===== config.mk =====
export PLATFORM = sky130hd
export DESIGN_NAME = asctime_datetime_string_parser_unit
export DESIGN_NICKNAME = d
export VERILOG_FILES = /design/src/hw/rtl/asdp_pkg.sv /design/src/hw/rtl/asdp_tok_dec.sv /design/src/hw/rtl/asctime_datetime_string_parser_unit.sv
export SDC_FILE = /design/constraint.sdc
export NUM_CORES = 1
export LEC_CHECK = 0
export BUFFER_PORTS_ARGS = -buffer_cell sky130_fd_sc_hd__buf_2
export CORE_MARGIN = 2
export CORE_UTILIZATION = 35
export CTS_BUF_LIST = sky130_fd_sc_hd__clkbuf_4
export DETAILED_ROUTE_END_ITERATION = 12
export PLACE_DENSITY = 0.53
export SLEW_MARGIN = 5
export SYNTH_ARGS = -nofsm -noshare
export SYNTH_HDL_FRONTEND = slang
export SYNTH_SLANG_ARGS = --single-unit

===== constraint.sdc =====
create_clock -name clk -period 8.7 [get_ports clk]
set_clock_uncertainty 0.2 [all_clocks]
set_input_delay 1.74 -clock clk [delete_from_list [all_inputs] [get_ports clk]]
set_output_delay 1.74 -clock clk [all_outputs]
set_load 0.01 [all_outputs]

===== src/hw/rtl/asdp_pkg.sv =====
// shared types, character codes and month name table for the time string parser
package asdp_pkg;

	localparam int unsigned CHAR_W     = 8;
	localparam int unsigned VAL_W      = 14;
	localparam int unsigned MON_W      = 4;
	localparam int unsigned LEN_W      = 3;
	localparam int unsigned FIELD_W    = 3;
	localparam int unsigned TOK_DEPTH  = 4;
	localparam int unsigned MONTHS     = 12;
	localparam int unsigned TDATA_W    = 80;
	localparam int unsigned TUSER_W    = 3;

	localparam logic [CHAR_W-1:0] CH_NUL   = 8'h00;
	localparam logic [CHAR_W-1:0] CH_TAB   = 8'h09;
	localparam logic [CHAR_W-1:0] CH_CR    = 8'h0d;
	localparam logic [CHAR_W-1:0] CH_SPACE = 8'h20;
	localparam logic [CHAR_W-1:0] CH_COLON = 8'h3a;
	localparam logic [CHAR_W-1:0] CH_ZERO  = 8'h30;
	localparam logic [CHAR_W-1:0] CH_NINE  = 8'h39;

	localparam logic [LEN_W-1:0] TOK_FULL  = 3'd4;
	localparam logic [LEN_W-1:0] MON_LEN   = 3'd3;

	localparam logic signed [VAL_W:0] YEAR_BASE = 15'sd1900;

	// field order inside one string
	localparam logic [FIELD_W-1:0] FLD_WEEKDAY = 3'd0;
	localparam logic [FIELD_W-1:0] FLD_MONTH   = 3'd1;
	localparam logic [FIELD_W-1:0] FLD_DAY     = 3'd2;
	localparam logic [FIELD_W-1:0] FLD_HOUR    = 3'd3;
	localparam logic [FIELD_W-1:0] FLD_MINUTE  = 3'd4;
	localparam logic [FIELD_W-1:0] FLD_SECOND  = 3'd5;
	localparam logic [FIELD_W-1:0] FLD_YEAR    = 3'd6;
	localparam logic [FIELD_W-1:0] FLD_DONE    = 3'd7;

	typedef logic [CHAR_W-1:0] char_t;

	// decoded view of the token currently held
	typedef struct packed {
		logic [VAL_W-1:0] value;
		logic [MON_W-1:0] month;
		logic             month_hit;
		logic             epoch;
	} tok_info_t;

	// three-letter month names, first letter in the high byte
	function automatic logic [3*CHAR_W-1:0] month_name(input logic [MON_W-1:0] idx);
		logic [3*CHAR_W-1:0] n;
		case (idx)
			4'd0:    n = "Jan";
			4'd1:    n = "Feb";
			4'd2:    n = "Mar";
			4'd3:    n = "Apr";
			4'd4:    n = "May";
			4'd5:    n = "Jun";
			4'd6:    n = "Jul";
			4'd7:    n = "Aug";
			4'd8:    n = "Sep";
			4'd9:    n = "Oct";
			4'd10:   n = "Nov";
			4'd11:   n = "Dec";
			default: n = '0;
		endcase
		return n;
	endfunction

endpackage


===== src/hw/rtl/asdp_tok_dec.sv =====
// decodes the held token: decimal value, month name match and epoch year check
module asdp_tok_dec import asdp_pkg::*; (
	input  char_t            chars [TOK_DEPTH],
	input  logic [LEN_W-1:0] len,
	output tok_info_t        info
);

	logic [VAL_W-1:0] val;
	logic             skipping;
	logic             active;
	logic [MON_W-1:0] mon;
	logic             hit;
	logic [3*CHAR_W-1:0] name3;

	// skip leading control whitespace, then take digits up to the first non-digit
	always_comb begin
		val      = '0;
		skipping = 1'b1;
		active   = 1'b1;
		for (int i = 0; i < TOK_DEPTH; i++) begin
			if (LEN_W'(i) < len) begin
				if (skipping && chars[i] >= CH_TAB && chars[i] <= CH_CR) begin
					skipping = 1'b1;
				end else begin
					skipping = 1'b0;
					if (active && chars[i] >= CH_ZERO && chars[i] <= CH_NINE) begin
						val = VAL_W'(val * VAL_W'(10)) + VAL_W'(chars[i] - CH_ZERO);
					end else begin
						active = 1'b0;
					end
				end
			end
		end
	end

	assign name3 = {chars[0], chars[1], chars[2]};

	always_comb begin
		mon = '0;
		hit = 1'b0;
		if (len == MON_LEN) begin
			for (int m = MONTHS - 1; m >= 0; m--) begin
				if (name3 == month_name(MON_W'(m))) begin
					mon = MON_W'(m);
					hit = 1'b1;
				end
			end
		end
	end

	assign info.value     = val;
	assign info.month     = mon;
	assign info.month_hit = hit;
	assign info.epoch     = (len == TOK_FULL) && ({chars[0], chars[1], chars[2], chars[3]} == "1970");

endmodule


===== src/hw/rtl/asctime_datetime_string_parser_unit.sv =====
// top level: character-serial parser for "Www Mmm dd hh:mm:ss yyyy" time strings
// a NUL passes through the input register and then the result register before it shows on m_tvalid
// throughput: one character per cycle, no bubbles while the result side keeps up
// the token and field state sits behind the input register and advances once per character
// a NUL stalls only when the result register is full and not being drained
// reset (arst_n low, asynchronous) clears all string state and both valid flags
module asctime_datetime_string_parser_unit import asdp_pkg::*; (
	input  logic               clk,
	input  logic               arst_n,
	input  logic               s_tvalid,
	output logic               s_tready,
	input  logic [CHAR_W-1:0]  s_tdata,  // [7:0] character
	output logic               m_tvalid,
	input  logic               m_tready,
	// [13:0] year_since_1900, [17:14] month_index, [31:18] day_of_month,
	// [45:32] hour_value, [59:46] minute_value, [73:60] second_value, [79:74] zero
	output logic [TDATA_W-1:0] m_tdata,
	output logic [TUSER_W-1:0] m_tuser   // [0] month_known, [1] complete, [2] accepted
);

	// input register
	logic             valid_s1;
	char_t            char_s1;

	// string state
	char_t            chars_q [TOK_DEPTH];
	logic [LEN_W-1:0]   len_q;
	logic [FIELD_W-1:0] field_q;
	logic [MON_W-1:0]   month_q;
	logic               month_seen_q;
	logic [VAL_W-1:0]   day_q;
	logic [VAL_W-1:0]   hour_q;
	logic [VAL_W-1:0]   minute_q;
	logic [VAL_W-1:0]   second_q;
	logic [VAL_W-1:0]   year_q;
	logic               epoch_q;

	// result register
	logic               out_valid_q;
	logic [TDATA_W-1:0] out_data_q;
	logic [TUSER_W-1:0] out_user_q;

	// next-state values after the current character
	logic [MON_W-1:0]   nx_month;
	logic               nx_month_seen;
	logic [VAL_W-1:0]   nx_day;
	logic [VAL_W-1:0]   nx_hour;
	logic [VAL_W-1:0]   nx_minute;
	logic [VAL_W-1:0]   nx_second;
	logic [VAL_W-1:0]   nx_year;
	logic               nx_epoch;
	logic [FIELD_W-1:0] nx_field;

	tok_info_t          tok;
	logic               is_nul;
	logic               ends_token;
	logic               out_free;
	logic               fire;
	logic               done;
	logic signed [VAL_W:0] year_off;
	logic [VAL_W-1:0]   year_out;
	logic [MON_W-1:0]   month_out;

	asdp_tok_dec u_tok_dec (
		.chars (chars_q),
		.len   (len_q),
		.info  (tok)
	);

	assign is_nul     = (char_s1 == CH_NUL);
	// a separator or a full token closes the current token; the character is then dropped
	assign ends_token = (char_s1 == CH_SPACE) || (char_s1 == CH_COLON) || is_nul
		|| (len_q >= TOK_FULL);
	assign out_free   = !out_valid_q || m_tready;
	// only a NUL needs room in the result register
	assign fire       = valid_s1 && (!is_nul || out_free);
	assign s_tready   = !valid_s1 || fire;

	// apply the closed token to the field it belongs to
	always_comb begin
		nx_month      = month_q;
		nx_month_seen = month_seen_q;
		nx_day        = day_q;
		nx_hour       = hour_q;
		nx_minute     = minute_q;
		nx_second     = second_q;
		nx_year       = year_q;
		nx_epoch      = epoch_q;
		nx_field      = field_q;
		if (ends_token) begin
			case (field_q)
				FLD_MONTH: begin
					nx_month      = tok.month;
					nx_month_seen = tok.month_hit;
				end
				FLD_DAY:    nx_day    = tok.value;
				FLD_HOUR:   nx_hour   = tok.value;
				FLD_MINUTE: nx_minute = tok.value;
				FLD_SECOND: nx_second = tok.value;
				FLD_YEAR: begin
					nx_year  = tok.value;
					nx_epoch = tok.epoch;
				end
				default: ;
			endcase
			// field count saturates once the year is past
			if (field_q != FLD_DONE) begin
				nx_field = field_q + FIELD_W'(1);
			end
		end
	end

	// result fields as seen right after the NUL closes its token
	assign done      = (nx_field == FLD_DONE);
	assign year_off  = $signed({1'b0, nx_year}) - YEAR_BASE;
	assign year_out  = done ? year_off[VAL_W-1:0] : '0;
	assign month_out = nx_month_seen ? nx_month : '0;

	// input register
	always_ff @(posedge clk or negedge arst_n) begin
		if (!arst_n) begin
			valid_s1 <= 1'b0;
		end else if (s_tready) begin
			valid_s1 <= s_tvalid;
		end
	end

	always_ff @(posedge clk) begin
		if (s_tready && s_tvalid) begin
			char_s1 <= s_tdata;
		end
	end

	// string state: a NUL starts a fresh string
	always_ff @(posedge clk or negedge arst_n) begin
		if (!arst_n) begin
			for (int i = 0; i < TOK_DEPTH; i++) begin
				chars_q[i] <= '0;
			end
			len_q        <= '0;
			field_q      <= FLD_WEEKDAY;
			month_q      <= '0;
			month_seen_q <= 1'b0;
			day_q        <= '0;
			hour_q       <= '0;
			minute_q     <= '0;
			second_q     <= '0;
			year_q       <= '0;
			epoch_q      <= 1'b0;
		end else if (fire) begin
			if (is_nul) begin
				for (int i = 0; i < TOK_DEPTH; i++) begin
					chars_q[i] <= '0;
				end
				len_q        <= '0;
				field_q      <= FLD_WEEKDAY;
				month_q      <= '0;
				month_seen_q <= 1'b0;
				day_q        <= '0;
				hour_q       <= '0;
				minute_q     <= '0;
				second_q     <= '0;
				year_q       <= '0;
				epoch_q      <= 1'b0;
			end else begin
				month_q      <= nx_month;
				month_seen_q <= nx_month_seen;
				day_q        <= nx_day;
				hour_q       <= nx_hour;
				minute_q     <= nx_minute;
				second_q     <= nx_second;
				year_q       <= nx_year;
				epoch_q      <= nx_epoch;
				field_q      <= nx_field;
				if (ends_token) begin
					len_q <= '0;
				end else begin
					// stale characters past len_q are never looked at
					chars_q[len_q[1:0]] <= char_s1;
					len_q               <= len_q + LEN_W'(1);
				end
			end
		end
	end

	// result register
	always_ff @(posedge clk or negedge arst_n) begin
		if (!arst_n) begin
			out_valid_q <= 1'b0;
		end else if (fire && is_nul) begin
			out_valid_q <= 1'b1;
		end else if (m_tready) begin
			out_valid_q <= 1'b0;
		end
	end

	always_ff @(posedge clk) begin
		if (fire && is_nul) begin
			out_data_q <= {6'b0, nx_second, nx_minute, nx_hour, nx_day, month_out, year_out};
			out_user_q <= {!nx_epoch, done, nx_month_seen};
		end
	end

	assign m_tvalid = out_valid_q;
	assign m_tdata  = out_data_q;
	assign m_tuser  = out_user_q;

endmodule

; After elaboration in Yosys (flattened, before gate mapping)
; Index checks and enable logic that the tools add are counted.
[totals]
register_bits = 201
input_bits = 12
output_inout_bits = 85
word_cells = 217
[classes]
n_addsub = 10
n_mul = 3
order_cmp = 23
eq_ne = 26
n_mux = 101
bitwise = 1
n_reduce_logical = 32
[op_table]
columns = operator, count
row1 = 14-bit 2-to-1 mux, 27
row2 = 24-bit equality test, 12
row3 = 24-bit 2-to-1 mux, 12
row4 = 32-bit 2-to-1 mux, 2
row5 = 4-bit 2-to-1 mux, 16
row6 = 14-bit adder, 3
row7 = "14-bit by 3-bit multiplier with 13-bit output, second input constant", 3
row8 = 1-bit 2-to-1 mux, 36
row9 = "8-bit by 6-bit subtractor with 9-bit output, second input constant", 4
row10 = 32-bit bitwise mux, 1
row11 = "32-bit by 30-bit equality test with 1-bit output, second input constant", 1
row12 = "8-bit by 4-bit greater-or-equal comparator with 1-bit output, second input constant", 4
row13 = "8-bit by 6-bit greater-or-equal comparator with 1-bit output, second input constant", 4
row14 = "8-bit by 4-bit <= comparator with 1-bit output, second input constant", 4
row15 = "8-bit by 6-bit <= comparator with 1-bit output, second input constant", 4
row16 = 1-bit logical AND, 19
row17 = 8-bit demux with 2-bit select, 1
row18 = "8-bit by 6-bit equality test with 1-bit output, second input constant", 2
row19 = "3-bit equality test, second input constant", 5
row20 = 3-bit 2-to-1 mux, 5
row21 = "14-bit by 11-bit subtractor with 14-bit output, second input constant", 1
row22 = "3-bit by 2-bit equality test with 1-bit output, second input constant", 3
row23 = 8-bit zero test, 1
row24 = 8-bit 2-to-1 mux, 1
row25 = 13 further kinds, 25

; Depth between registers and ports, before layout
[logic_depth]
word_depth = 23
ltp_mapped = 45
depth_no_buf = 44

; By module
; Synthesis repeated with hierarchy kept, for this count alone.
[hier_totals]
cells_unflattened = 1330
area_unflattened_um2 = 13495.4
[modules_own_cells]
columns = module, instances, cells_per_inst, area_each_um2, seq_area_each_um2
row1 = asctime_datetime_string_parser_unit, 1, 659, 8552.0, 5455.2
row2 = asdp_tok_dec, 1, 671, 4943.5, 0.0

; Worst setup path after synthesis
; OpenSTA, ideal clock, no wires.
[synth_timing]
kind = register to register
startpoint = register chars_q[28] (netlist name)
endpoint = register out_data_q[13], in the netlist m_tdata[13] (data pin)
setup_ns = 0.270
arrival_time_ns = 8.892
required_ns = 8.230
setup_slack_ns = -0.662
path_stages_with_launch = 43
n_path_buf = 1
period_less_slack_ns = 9.362
cell_sequence = dfrtp_1 -> inv_1 -> ha_1 -> nand4bb_4 -> o41a_1 -> buf_2 -> and3_1 -> ha_1 -> ha_1 -> fa_1 -> ha_1 -> o21ai_0 -> o221ai_1 -> nor4_1 -> nor2_1 -> inv_1 -> ha_1 -> ha_1 -> [7 not listed] -> o21ai_0 -> xnor2_1 -> nand2_1 -> nand2_1 -> ha_1 -> ha_1 -> or3_1 -> o21ai_0 -> xnor2_1 -> ha_1 -> or3_1 -> o31ai_1 -> xnor2_1 -> xnor2_1 -> xor2_1 -> o221ai_1 -> a211oi_1 -> nor3_2
[synth_between]
elab_chain_len = 23
word_cells_on_any_way = 55
classes_between = add/sub: 5 / mul: 3 / order compare: 4 / mux: 29 / reduce/logical: 14
[synth_rtl]
columns = element, line_no
row1 = start: declaration, asctime_datetime_string_parser_unit.sv:26  ; char_t chars_q [TOK_DEPTH];
row2 = start signal: indexed assignment, asctime_datetime_string_parser_unit.sv:179  ; chars_q[len_q[1:0]] <= char_s1;
row3 = 8-bit by 6-bit greater-or-equal comparator with 1-bit output or 8-bit by 6-bit <= comparator with 1-bit output (tied branches), asdp_tok_dec.sv:26  ; if (active && chars[i] >= CH_ZERO && chars[i] <= CH_NINE) begin
row4 = 1-bit logical AND, asdp_tok_dec.sv:26
row5 = 14-bit 2-to-1 mux or 1-bit 2-to-1 mux (tied branches), asdp_tok_dec.sv:26
row6 = 14-bit 2-to-1 mux or 1-bit 2-to-1 mux (tied branches), asdp_tok_dec.sv:22  ; if (skipping && chars[i] >= CH_TAB && chars[i] <= CH_CR) begin
row7 = 14-bit 2-to-1 mux or 1-bit 2-to-1 mux (tied branches), asdp_tok_dec.sv:21  ; if (LEN_W'(i) < len) begin
row8 = 14-bit by 3-bit multiplier with 13-bit output or 1-bit logical AND (tied branches), "asdp_tok_dec.sv:27, asdp_tok_dec.sv:26"
row9 = 14-bit adder or 1-bit logical AND (tied branches), "asdp_tok_dec.sv:27, asdp_tok_dec.sv:26"
row10 = 14-bit 2-to-1 mux or 1-bit 2-to-1 mux (tied branches), asdp_tok_dec.sv:26
row11 = [7 not listed], -
row12 = 14-bit by 3-bit multiplier with 13-bit output or 1-bit logical AND (tied branches), "asdp_tok_dec.sv:27, asdp_tok_dec.sv:26"
row13 = 14-bit adder or 1-bit logical AND (tied branches), "asdp_tok_dec.sv:27, asdp_tok_dec.sv:26"
row14 = 14-bit 2-to-1 mux, asdp_tok_dec.sv:26
row15 = 14-bit 2-to-1 mux, asdp_tok_dec.sv:22
row16 = 14-bit 2-to-1 mux *, asdp_tok_dec.sv:21
row17 = 14-bit 2-to-1 mux *, asctime_datetime_string_parser_unit.sv:91  ; case (field_q)
row18 = 14-bit 2-to-1 mux *, asctime_datetime_string_parser_unit.sv:90  ; if (ends_token) begin
row19 = 14-bit by 11-bit subtractor with 14-bit output *, asctime_datetime_string_parser_unit.sv:115  ; assign year_off = $signed({1'b0, nx_year}) - YEAR_BASE;
row20 = end signal: assignment, asctime_datetime_string_parser_unit.sv:199  ; out_data_q <= {6'b0, nx_second, nx_minute, nx_hour, nx_day, month_out, year_out};
row21 = end: declaration, asctime_datetime_string_parser_unit.sv:40  ; logic [TDATA_W-1:0] out_data_q;
; Mark *: on every way between the ends. The rest lies on a longest branch, timed or not.
; A chain may end at the register's enable or synchronous reset.

; Worst setup path in the final report
[layout_timing]
startpoint = register chars_q[29] (netlist name)
endpoint = register second_q[13]
[layout_between]
elab_chain_len = 23
word_cells_on_any_way = 55
classes_between = add/sub: 4 / mul: 3 / order compare: 4 / mux: 30 / reduce/logical: 14
[layout_rtl]
columns = element, line_no
row1 = 8-bit by 6-bit greater-or-equal comparator with 1-bit output or 8-bit by 6-bit <= comparator with 1-bit output (tied branches), asdp_tok_dec.sv:26
row2 = 1-bit logical AND, asdp_tok_dec.sv:26
row3 = 14-bit 2-to-1 mux or 1-bit 2-to-1 mux (tied branches), asdp_tok_dec.sv:26
row4 = 14-bit 2-to-1 mux or 1-bit 2-to-1 mux (tied branches), asdp_tok_dec.sv:22
row5 = 14-bit 2-to-1 mux or 1-bit 2-to-1 mux (tied branches), asdp_tok_dec.sv:21
row6 = 14-bit by 3-bit multiplier with 13-bit output or 1-bit logical AND (tied branches), "asdp_tok_dec.sv:27, asdp_tok_dec.sv:26"
row7 = 14-bit adder or 1-bit logical AND (tied branches), "asdp_tok_dec.sv:27, asdp_tok_dec.sv:26"
row8 = 14-bit 2-to-1 mux or 1-bit 2-to-1 mux (tied branches), asdp_tok_dec.sv:26
row9 = [7 not listed], -
row10 = 14-bit by 3-bit multiplier with 13-bit output or 1-bit logical AND (tied branches), "asdp_tok_dec.sv:27, asdp_tok_dec.sv:26"
row11 = 14-bit adder or 1-bit logical AND (tied branches), "asdp_tok_dec.sv:27, asdp_tok_dec.sv:26"
row12 = 14-bit 2-to-1 mux, asdp_tok_dec.sv:26
row13 = 14-bit 2-to-1 mux, asdp_tok_dec.sv:22
row14 = 14-bit 2-to-1 mux *, asdp_tok_dec.sv:21
row15 = 14-bit 2-to-1 mux *, asctime_datetime_string_parser_unit.sv:91
row16 = 14-bit 2-to-1 mux *, asctime_datetime_string_parser_unit.sv:90
row17 = 14-bit 2-to-1 mux *, asctime_datetime_string_parser_unit.sv:151  ; if (is_nul) begin
row18 = end signal: assignment, asctime_datetime_string_parser_unit.sv:171  ; second_q <= nx_second;
row19 = end: declaration, asctime_datetime_string_parser_unit.sv:34  ; logic [VAL_W-1:0] second_q;
; Marked as above.

==> impl_results.md <==
- Drt total wl: 39,700 µm
- Status: complete, but fails checks
- Net Switching: 2.30 mW
- I/O Pins: 97
- Main synth FF type: dfrtp_1
- Initial DRC Count: 665
- Die Height: 200 µm
- DR vias: 11.9k
- Cell Area, Synth: 13,500 µm²
- Avg Inst Size Synth: 9.35 µm²
- Die width: 200 µm
- Routability Congestion: 0.873
- CP Depth: 42
- Leakage: 7.43 nW
- Number of cells on the worst hold path: 2
- XOR/XNOR share of the synthesized area: 4.45%
- Initial antenna violation count: 1
- Multiplexer share of the synthesized area: 1.08%
- # hold bufs at CTS: 0
- Syn Inst Count: 1,445
- Row count: 71
- FF+latch count, synth: 201
- Critical path class: register to register
- Worst vdd ir: 192 µV
- Pwr dens: 316 nW/µm²
- Buf/Inv on CP: 4
- Starting Density: 35.7%
- Int Power: 3.14 mW
- Crit end category: register
- Worst setup SP type: register
- Clk root buf: clkbuf_4
- Layout cells sized above 1: 29.4%
- Core ar.: 37,800 µm²
- Wire length per cell: 17.6 µm
- Synth cell types: 90
- Data required, critical path: 9050 ps
- Crit path max-delay family: compound AO/OA/AOI/OAI gates
- Area delta synth->final: 27.6%
- Slew Limit Fails: 0
- Synth Area in Compound Gates: 21.6%
- Met2 Wirelength: 19,300 µm
- Drt pass-1 iters: 5
- RSZ-0062 raised after global routing: yes
- Most common cell after layout, fill and taps aside: nand2_1
- Reg2Reg Depth: 42
- Comb power frac: 62.4%
- Drt drc: 0
- Clk pwr share: 15.0%
- TritonCTS buffer count: 50
- Metal-1 WL: 18,000 µm
- Adder-Cell Fraction of Synth Area: 11.1%
- Seq/Total Area, Yosys: 40.4%
- Fmax: 0.114 GHz
- Area share of and/or/nand/nor cells after synthesis: 17.7%
- First-pass GRT wire length: 63,000 µm
- Worst skew pair latency: 710 ps
- Slew @ Worst Pin: 1270 ps
- Total grt overflow: 0
- Via/cell ratio: 5.28
- Number of global-route vias before repair: 11.8k
- Largest net degree at the start of global routing: 75
- # H-tree levels: 2
- Critical Path AT: 9130 ps
- Critical-path top delay cell: o41a_1
- Synth top area cells: dfrtp_1, edfxtp_1, ha_1
- Max-Cap Viols: 0
- Period minus WS final: 8780 ps
- Top Layer Used: met4
- Detail Placement HPWL: 28,600 µm
- # clock sinks: 201
- Number of enable flip-flop cells after synthesis: 85
- Violated checks: negative setup slack
- Most common cell on crit path: ha_4
- Sw Ratio: 42.3%
- CTS tree: yes
- Share of the synthesized area in the top cell type: 21.5%
- Most frequent cells in the layout: nand2_1, buf_4, o21ai_0
- Clock slew at reported path FFs: 60 ps
- Worst slew margin: 14.5%
- Input/output buffers: 90
- Fin crit share: 101%
- Non-filler cells in the finished layout: 2,252
- Final antenna-violating net count: 0
- Final net count: 1,829
- Hold WC Path Type: register to register
- Wire length on met3: 1650 µm
- Die area: 40,200 µm²
- CTS Buffer Depth: 3
- Final WS setup: -84.1 ps
- Dpl cells: 2,131
- CP max stage delay: 460 ps
- Cell taking the most area after synthesis: dfrtp_1
- Main combinational cell family by area after synthesis: compound AO/OA/AOI/OAI gates
- Hold slack: 283 ps
- Ys async rst share: 57.7%
- GRT Util Overall: 19.3%
- Final hold violation count: 0
- Critical Path Fanout Max: 6
- Sequential Power Share: 22.6%
- YS warnings: 0
- Setup Viol. Count Final: 6
## routing by layer
metal | track usage [%] | up-vias
met2 | 32.9 | 264
met1 | 25.5 | 5716
met5 | 0 | -
met3 | 3.04 | 57
met4 | 4.95 | 0
li1 | - | 5854
## metrics by stage
stage / util [%] / cell area [µm²] / setup WS, ps / power [mW] / setup TNS, ps
floorplan: - / 13700 / 1.66 / 3.04 / 0
global placement: 41.2 / 15600 / -297 / 4.02 / -2570
finish: 45.5 / 17200 / -84.1 / 5.45 / -314
detailed placement: 41.2 / 15600 / -490 / 4.04 / -6440
global route: 45.5 / 17200 / -488 / 5.86 / -6100
CTS: 44.0 / 16700 / -76.6 / 5.07 / -382
## registers in the layout, summed over array words and instances (netlist names)
| register | count |
|---|---|
| month_seen_q | 1 |
| len_q | 3 |
| year_q | 14 |
| valid_s1 | 1 |
| month_q | 4 |
| second_q | 14 |
| day_q | 14 |
| minute_q | 14 |
| chars_q | 32 |
| m_tdata | 74 |
| m_tvalid | 1 |
| hour_q | 14 |
| field_q | 3 |
| char_s1 | 8 |
| m_tuser | 3 |
| epoch_q | 1 |
## Yosys cell counts (5+ instances only)
master,number
o221ai_1,5
o21ai_0,158
and3_1,24
a22o_1,54
nand4_1,9
buf_4,8
nor4_1,11
dfrtp_1,116
o211ai_1,14
a211oi_1,8
nor4b_1,5
nand3_1,40
inv_1,51
mux2i_1,9
o21bai_1,7
nand2b_1,13
xor2_1,23
a31oi_1,9
or3_1,17
ha_1,112
nor2_1,80
and2_1,9
o21a_1,13
nor3_1,30
o2111ai_1,5
clkbuf_1,46
nand2_1,208
fa_1,5
or4_1,5
o21ai_1,6
mux2_2,5
buf_2,13
nand4b_1,5
nor2b_1,17
o31ai_1,8
xnor2_1,43
a21oi_1,64
edfxtp_1,85
o211a_1,5
a21o_1,16
## final timing paths
path	to	slack, ps	startpoint
min	minute_q[0]	280	minute_q[0]
max in group asynchronous	chars_q[28]	5930	arst_n
max	second_q[13]	-80	chars_q[29]
min reg2reg	minute_q[0]	280	minute_q[0]
max reg2reg	second_q[13]	-80	chars_q[29]
min in group asynchronous	second_q[3]	870	arst_n
## cell type report
| cell class | count | area, µm² |
|---|---|---|
| antenna | 1 | 2.50 |
| clock buffer | 74 | 556 |
| clock inverter | 18 | 106 |
| fill | 3726 | 20600 |
| inverter | 51 | 194 |
| multi-input combinational | 1128 | 8460 |
| sequential | 201 | 5460 |
| tap | 511 | 639 |
| timing repair buffer | 268 | 1820 |
## worst register-to-register path, delay by kind of cell, from the launching register on
kind	cells	cell delay, ps
xor+xnor	5	840
mux	1	270
compound gates	13	2510
flops	1	400
buf+inv	4	470
fa+ha+maj	10	2250
simple gates	9	1730
## power groups by stage
stage	Sequential [mW]	Clock [mW]	Combinational, mW
floorplan	1.19	0	1.85
global placement	1.25	0	2.77
detailed placement	1.25	0	2.79
CTS	1.23	0.846	3.00
global route	1.25	0.894	3.72
finish	1.23	0.819	3.40
## logic make-up (layout without fill, tap and decap cells)
family / Yosys count / after routing
flip-flops: 201 / 201
adder cells (fa/ha/maj): 117 / 117
multiplexers: 14 / 14
other: 1 / 7
buffers and inverters: 121 / 411
AO/OA/AOI/OAI: 432 / 432
AND/OR/NAND/NOR: 492 / 492
XOR/XNOR: 67 / 67
## repair_timing
action / 4_1_cts / 5_1_grt
setup buffers: 17 / 13
resized for setup: 52 / 98
pin swaps: 41 / 70
setup endpoints to repair: 21 / 39
(Power assumes the default switching activity.)
